**config.mk**
```make
export PLATFORM = sky130hd
export DESIGN_NAME = wtrs_ram
export DESIGN_NICKNAME = d
export VERILOG_FILES = /design/src/wtrs_ram.sv
export SDC_FILE = /design/constraint.sdc
export NUM_CORES = 1
export LEC_CHECK = 0
export BUFFER_PORTS_ARGS = -buffer_cell sky130_fd_sc_hd__buf_2
export CORE_MARGIN = 2
export CORE_UTILIZATION = 35
export DETAILED_ROUTE_END_ITERATION = 7
export PLACE_DENSITY_LB_ADDON = 0.05
export SETUP_SLACK_MARGIN = 0.05
export SKIP_LAST_GASP = 1
export SYNTH_ARGS = -nofsm -noshare
export SYNTH_HDL_FRONTEND = slang
export SYNTH_SLANG_ARGS = --single-unit
```
**constraint.sdc**
```tcl
create_clock -name clk -period 2.1 [get_ports clk]
set_clock_uncertainty 0.2 [all_clocks]
set_input_delay 0.63 -clock clk [delete_from_list [all_inputs] [get_ports clk]]
set_output_delay 0.63 -clock clk [all_outputs]
set_load 0.02 [all_outputs]
```
**src/wtrs_ram.sv**
```systemverilog
// Generic single-write, single-read RAM with registered read data.
// Depends on nothing.
`timescale 1ns / 1ps
`default_nettype none

module wtrs_ram #(
  parameter int WIDTH = 8,
  parameter int DEPTH = 4,
  localparam int AW = (DEPTH > 1) ? $clog2(DEPTH) : 1
) (
  input  wire logic             clk,
  input  wire logic             we,
  input  wire logic [AW-1:0]    waddr,
  input  wire logic [WIDTH-1:0] wdata,
  input  wire logic             re,
  input  wire logic [AW-1:0]    raddr,
  output logic      [WIDTH-1:0] rdata
);

  logic [WIDTH-1:0] mem [DEPTH];

  always_ff @(posedge clk) begin
    if (we) begin
      mem[waddr] <= wdata;
    end
    if (re) begin
      rdata <= mem[raddr];
    end
  end

endmodule

`default_nettype wire

```
== Yosys cells after proc, flatten, opt, wreduce, memory -nomap -nowiden ==
Memory sizes are Yosys's and may differ from the RTL's. A register that Yosys moved wholly into a read port is not among the register bits.
Index checks and enable logic that the tools add are counted.
Cells by class
  mux-type cells: 2
Operator list (number)
  $mux W1: 2
Word-level totals
  flip-flop bits (word level): 0
  bits in writable memories: 32
  input port bits: 15
  output and inout bits: 8
  logic and storage cells: 3
  memories kept: 1
Memory list
  mem: depth 4, bits a word 8, read ports 1, clocked after Yosys merged registers in 1, wr ports 1, line 20  | logic [WIDTH-1:0] mem [DEPTH];

== Depth between registers and ports, before layout ==
Gate-level depths: netlist of the first run.
  word-level depth: 2
  gate-level depth with buffers: 2
  depth with buffers taken out: 1

== Least setup slack after synthesis of the first run ==
No wires, ideal clock.
  path kind: input port to flip-flop
  start point: input waddr[0]
  end point: memory mem[0][0] (enable)
  setup time: 385 ps
  arrival time: 1309 ps
  data required time: 1515 ps
  slack: 206 ps
  stages on the path: 1
  path buffers: 0
  path through: nor3b_1
RTL lines
  start, declared: line 13  | input wire logic [AW-1:0] waddr,
  end, declared: line 20
Straight into the memory's write port.

== Final worst setup path of the first run ==
  start point: register rdata[2] (read register of mem)
  end point: output rdata[2]
RTL lines
  start, declared: line 17  | output logic [WIDTH-1:0] rdata
No word-level cell between the ends.

==> summary.md, run 1 <==
| Metric | Value |
|---|---|
| #FFs+latches synth | 40 |
| First-pass GRT wire length | 3.560 mm |
| XOR/XNOR Fraction of Synth Area | 0% |
| Routed length per instance | 16.71 microns |
| Site Rows | 23 |
| Clock sink count | 40 |
| Mux cell area share after synthesis | 12.61% |
| WP buf/inv | 1 |
| Delay-heaviest family, CP | flip-flops |
| Synth Area in Adders | 0% |
| Fin. Hold Viols | 0 |
| Initial drt markers | 43 |
| Routed vias | 647 |
| Total I/O pin count | 23 |
| Critical path capture point type | output pin |
| Layout Area Growth over Synthesis | 18.83% |
| WP data arrival | 0.84 ns |
| Setup TNS | 0 ns |
| Worst-Skew Late Latency | 0.28 ns |
| CTS buffer count | 5 |
| Mean post-synth cell area | 26.46 sq um |
| Setup Viol. Count Final | 0 |
| Mapped Cells | 54 |
| Clk buf depth | 2 |
| Critical Path Start Type | flop |
| Unrepaired setup endpoints after global routing | no |
| Max incr delay on CP | around 0.38 ns |
| Register area share after synthesis | 84.06% |
| LEAKAGE | 0.5972 nW |
| Count leader, synth | edfxtp_1 |
| Vias in the first global route | ~710 |
| Die area | 4610 sq um |
| Place WS | around 0.15 ns |
| Pwr Density | 887.4 nW/um^2 |
| Core area | 3971 sq um |
| CTS root buf | clkbuf_8 |
| Number of inserted diodes | 0 |
| Final GP Congestion | a little over 0.6 |
| Crit share post-route | 79.44% |
| PnR worst setup slack | 0.4318 ns |
| First-pass DRT Iterations | 4 |
| Post-route ant nets | 0 |
| Post-CTS setup buffers | 0 |
| Crit path cell chain | buf_2 |
| Area contributors post-synth | edfxtp_1, mux4_2, and3b_1 |
| Drc violations | 0 |
| Slew @ Worst Pin | around 0.42 ns |
| Max-Cap Viols | 0 |
| Die height | 67.90 microns |
| Syn Std Cell Area | 1429 sq um |
| Initial antenna violation count | 0 |
| Status | completed |
| EDFF count, synth | 40 |
| Ratio of cells with drive above 1 in the final layout | between 40% and 50% |
| Chip Width | 67.90 microns |
| Cts hold-fix bufs | 0 |
| Min Tclk post-route | 1.668 ns |
| FILL cells | 349 |
| Crit path kind | flop to output pin |
| Post-cts sizing count | 0 |
| Seq. cell area | approximately 1200 sq um |
| Detailed Route WL | between 2 and 2.5 mm |
| I/O Buffers | 22 |
| H-tree levels | 2 |
| Compound-Gate Fraction of Synth Area | 0% |
| Slowest-stage cell, CP | edfxtp_1 |
| Via density per instance | 4.757 |
| Synthesis Warnings | 0 |
| Worst VDD drop | 373.3 uV |
| CP required | 1.27 ns |
| Synth Area in Simple Gates | roughly 2.2% |
| Largest net degree at the start of global routing | 13 |
| Post-synth top area cell | edfxtp_1 |
| Fmax | 0.5995 GHz |
| Largest family of logic cells by synthesized area | multiplexers |
| Syn_nets | 69 |
| CTS tree | yes |
| Initial core utilization | 35.98% |
| Commonest cells post-synth | edfxtp_1, mux4_2, and3b_1 |
| Worst rel slew slack | 72.11% |
| Async SR Flop Fraction | 0% |
| Gr usage total | roughly 12% |
| Prevailing post-synth register cell | edfxtp_1 |
| Clock slew at reported path FFs | 0.07 ns |
| Worst Hold Class | input pin to flop |
| Count of cell types in the netlist | 7 |
| Slew Viols, Final | 0 |
| Synth top area share | 84.06% |
| GR Overflow Total | 0 |
| Multi-input logic area | ~210 sq um |
| Top fanout value on the critical path | 1 |
| Final #Nets | 100 |
registers in the layout, summed over array words and instances, names as in the netlist:
signal  count
mem        32
rdata       8
worst paths after layout:
| path | cells past startpoint | slack [ns] | from | end |
|---|---|---|---|---|
| worst min-delay path | 1 | 0.36 | wdata[4] | mem[1][4] |
| worst max-delay path | 1 | 0.43 | rdata[2] | rdata[2] |
| worst min register to register | 1 | 0.43 | mem[0][2] | rdata[2] |
| worst max register to register | 1 | 0.79 | mem[3][3] | rdata[3] |
metrics by stage:
| stage | power, mW | hold slack [ns] | cells | cell area [sq um] | util, % |
|---|---|---|---|---|---|
| 3_3_place_gp | 1.055 | 0.4136 | 128 | 1615 | 40.67 |
| 3_5_place_dp | 1.058 | 0.4234 | 128 | 1615 | 40.67 |
| 6_report | 1.507 | 0.3625 | 136 | 1698 | 42.75 |
| 4_1_cts | 1.526 | 0.3551 | 136 | 1698 | 42.75 |
| 2_1_floorplan | 1.009 | 0.4087 | 54 | 1429 | - |
| 5_1_grt | 1.574 | 0.3585 | 136 | 1698 | 42.75 |
kinds of logic (layout without fill, tap and decap cells):
kind of cell / count (synthesis) / after routing
buf+inv: 2 / 34
flops: 40 / 40
mux: 8 / 8
simple gates: 4 / 4
cell type report:
type | count | share of cell area, %
repair buffers | 26 | 8.253
clock buffers | 5 | 4.053
flip-flops and latches | 40 | 70.74
multi-input cells | 12 | 12.45
well taps | 50 | 3.685
clock inverters | 3 | 0.8106
cells in the final DEF, fill, tap and decap left out:
master	Yosys	final
clkbuf_8	0	5
clkinv_2	0	2
buf_4	0	4
buf_2	0	22
clkinv_1	0	1
mux4_2	8	8
and3_1	1	1
and3b_1	2	2
edfxtp_1	40	40
nor3b_1	1	1
report_power, final:
| group | switching (mW) | leakage [nW] | internal, mW |
|---|---|---|---|
| Sequential | 0.00964 | 0.372 | 0.927 |
| Combinational | 0.0551 | 0.180 | 0.0450 |
| Clock | 0.244 | 0.0453 | 0.225 |
layer usage:
metal / track usage [%] / vias up / wire length (microns)
met1: 14.71 / 332 / 922
li1: - / 289 / -
met4: 3.750 / 0 / 16
met5: 0 / - / 0
met2: 18.14 / 23 / 1201
met3: 4.934 / 3 / 132
No activity file was read; power rests on OpenSTA's default activity.
==> inputs of run 2 (changes only) <==
==> constraint.sdc (replaced) <==
create_clock -name clk -period 1.6 [get_ports clk]
set_clock_uncertainty 0.2 [all_clocks]
set_input_delay 0.48 -clock clk [delete_from_list [all_inputs] [get_ports clk]]
set_output_delay 0.48 -clock clk [all_outputs]
set_load 0.02 [all_outputs]
==> run 2 against run 1 <==
Against the previous run: register-to-register slack got worse by 0.48 ns; clock-buffer cell count did not move; clock power grew 22%; flip-flop and latch count did not move; design area up 2.9%; worst hold slack got worse by 0.15 ns; non-clock buffer count up 2; routed wire length down 2.9%; setup slack got worse by 0.35 ns; via count down 1.1%; power rose by 29%; largest cell class unchanged.
==> summary.md, run 2 (same netlist as run 1, synthesis figures left out) <==
| Metric | Value |
|---|---|
| Status | completed (unchanged) |
| WP data arrival | 0.84 ns (about the same) |
| Top fanout value on the critical path | 1 (unchanged) |
| Final Power | 1.950 mW (was 1.507 mW) |
| Routed length per instance | 16.34 microns (was 16.71 microns) |
| Site Rows | 23 (unchanged) |
| Setup Viol. Count Final | 0 (unchanged) |
| I/O Buffers | 22 (unchanged) |
| Crit share post-route | between 90% and 100% |
| Reg2reg path depth | 1 (unchanged) |
| Via density per instance | 4.741 (was 4.757) |
| Core area | 3971 sq um (unchanged) |
| Clock sink count | 40 (unchanged) |
| Total I/O pin count | 23 (unchanged) |
| Levels on crit path | 1 (unchanged) |
| Worst VDD drop | 408.3 uV (was 373.3 uV) |
| CTS buffer count | 5 (unchanged) |
| WP buf/inv | 1 (unchanged) |
| Slew Viols, Final | 0 (unchanged) |
| Crit path cell chain | buf_2 (unchanged) |
| Gr usage total | 11.42% (was 11.61%) |
| Critical R2R Launch | mem[3][1] (was mem[3][3]) |
| CTS root buf | clkbuf_8 (unchanged) |
| Min-Delay Startpoint | wdata[7] (was wdata[4]) |
| Unrepaired setup endpoints after global routing | no (unchanged) |
| Largest net degree at the start of global routing | 11 (was 13) |
| CP required | 0.92 ns (was 1.27 ns) |
| Slew @ Worst Pin | 0.2123 ns (was 0.4183 ns) |
| Worst-Skew Late Latency | 0.27 ns (was 0.28 ns) |
| Vias in the first global route | 704 (was 707) |
| Clk buf depth | 2 (unchanged) |
| Chip Width | 67.90 microns (unchanged) |
| Post-route ant nets | 0 (unchanged) |
| Worst Hold Endpoint | mem[3][7] (was mem[1][4]) |
| Max incr delay on CP | 0.39 ns (was 0.38 ns) |
| Initial antenna violation count | 0 (unchanged) |
| Final #Nets | 102 (was 100) |
| Drc violations | 0 (unchanged) |
| R2R Setup Slk | 0.31 ns (was 0.79 ns) |
| Min Tclk post-route | 1.518 ns |
| Die height | 67.90 microns (unchanged) |
| Number of inserted diodes | 0 (unchanged) |
| Crit. Startpoint | rdata[7] (was rdata[2]) |
| Detailed Route WL | 2.206 mm (was 2.273 mm) |
| Clock slew at reported path FFs | 0.07 ns (about the same) |
| Max reg flops | 32 (unchanged) |
| Slowest-stage cell, CP | edfxtp_1 (unchanged) |
| Delay-heaviest family, CP | flip-flops (unchanged) |
| Pwr Density | 1116 nW/um^2 (was 887.4 nW/um^2) |
| Worst Hold Class | input pin to flop (unchanged) |
| Critical Path Start Type | flop (unchanged) |
| Ratio of cells with drive above 1 in the final layout | 49.41% (was 47.67%) |
| LEAKAGE | 0.6128 nW (was 0.5972 nW) |
| Commonest non-fill, non-tap cell in the layout | edfxtp_1 (unchanged) |
| Commonest non-fill, non-tap cells in the layout | edfxtp_1, buf_2, mux4_2, clkbuf_8 (was edfxtp_1, buf_2, mux4_2, clkbuf_8, buf_4) |
| Critical path capture point type | output pin (unchanged) |
| Fin. Hold Viols | 0 (unchanged) |
| Fmax | 0.6590 GHz |
| Worst hold path cell count | 1 (unchanged) |
| Routed vias | 640 (was 647) |
| Die area | 4610 sq um (unchanged) |
| Top reg by flops | mem (unchanged) |
| Layout Area Growth over Synthesis | 22.33% (was 18.83%) |
| First-pass GRT wire length | 3.470 mm (was 3.560 mm) |
| CTS tree | yes (unchanged) |
| Initial core utilization | 35.98% (unchanged) |
| Worst rel slew slack | 85.85% (was 72.11%) |
| Top Registers | mem: 32 flops, rdata: 8 flops (unchanged) |
| RR Endpoint | rdata[1] (was rdata[3]) |
| Final GP Congestion | 0.6568 (was 0.6174) |
| Max-Cap Viols | 0 (unchanged) |
| Crit path kind | flop to output pin (unchanged) |
| GR Overflow Total | 0 (unchanged) |
| Hold Slack | 0.2140 ns (was 0.3625 ns) |
| First-pass DRT Iterations | 2 (was 4) |
| H-tree levels | 2 (unchanged) |
| Initial drt markers | 33 (was 43) |
## run 2: cell count changes in the layout (fill, tap and decap cells not counted), sizes merged
cell and change:
buf +2, clkinv -3
## run 2: cell type report
| type | count | area, sq um |
|---|---|---|
| Tap cell | 50 | 62.56 |
| Timing Repair Buffer | 28 | 198.9 |
| Multi-Input combinational cell | 12 | 216.5 |
| Sequential cell | 40 | 1201 |
| Fill cell | 339 | 2223 |
| Clock buffer | 5 | 68.82 |
## run 2: what timing repair did
item,4_1_cts,5_1_grt
setup endpoints to repair,0,1
hold buffers,0,0
buffers inserted,0,0
endpoints found under the hold margin,0,0
gates resized for setup,0,2
## run 2: where the power goes
| group | switching, mW | internal [mW] | total [mW] |
|---|---|---|---|
| logic | 0.0740 | 0.0729 | 0.147 |
| clock network | 0.293 | 0.281 | 0.573 |
| registers | 0.0126 | 1.22 | 1.23 |
| total | 0.379 | 1.57 | 1.95 |
## run 2: per-stage QoR
| step | util, % | instances | setup slack (ns) | setup TNS (ns) | area, sq um |
|---|---|---|---|---|---|
| after CTS | 43.86 | 135 | 0.07763 | 0 | 1742 |
| after global placement | 42.12 | 130 | -0.08575 | -0.6667 | 1673 |
| final | 44.01 | 135 | 0.08246 | 0 | 1748 |
| after global routing | 44.01 | 135 | 0.05125 | 0 | 1748 |
| after detailed placement | 42.12 | 130 | -0.1022 | -0.6776 | 1673 |
| after floorplan | - | 54 | 0.05320 | 0 | 1438 |
## run 2: worst max path at each step
| stage | to | slack, ns |
|---|---|---|
| 2_1_floorplan | rdata[0] | 0.05 |
| 3_3_place_gp | rdata[1] | -0.09 |
| 3_5_place_dp | rdata[3] | -0.10 |
| 4_1_cts | rdata[3] | 0.08 |
| 5_1_grt | rdata[3] | 0.05 |
| 6_report | rdata[7] | 0.08 |
## run 2: per-layer routing
| layer | global-route usage [%] | vias up | share of wire, % |
|---|---|---|---|
| met5 | 0 | - | 0 |
| met4 | 4.500 | 0 | 1.7 |
| met3 | 4.934 | 5 | 3.7 |
| met2 | 20.10 | 17 | 55 |
| met1 | 12.03 | 326 | 40 |
| li1 | - | 292 | - |
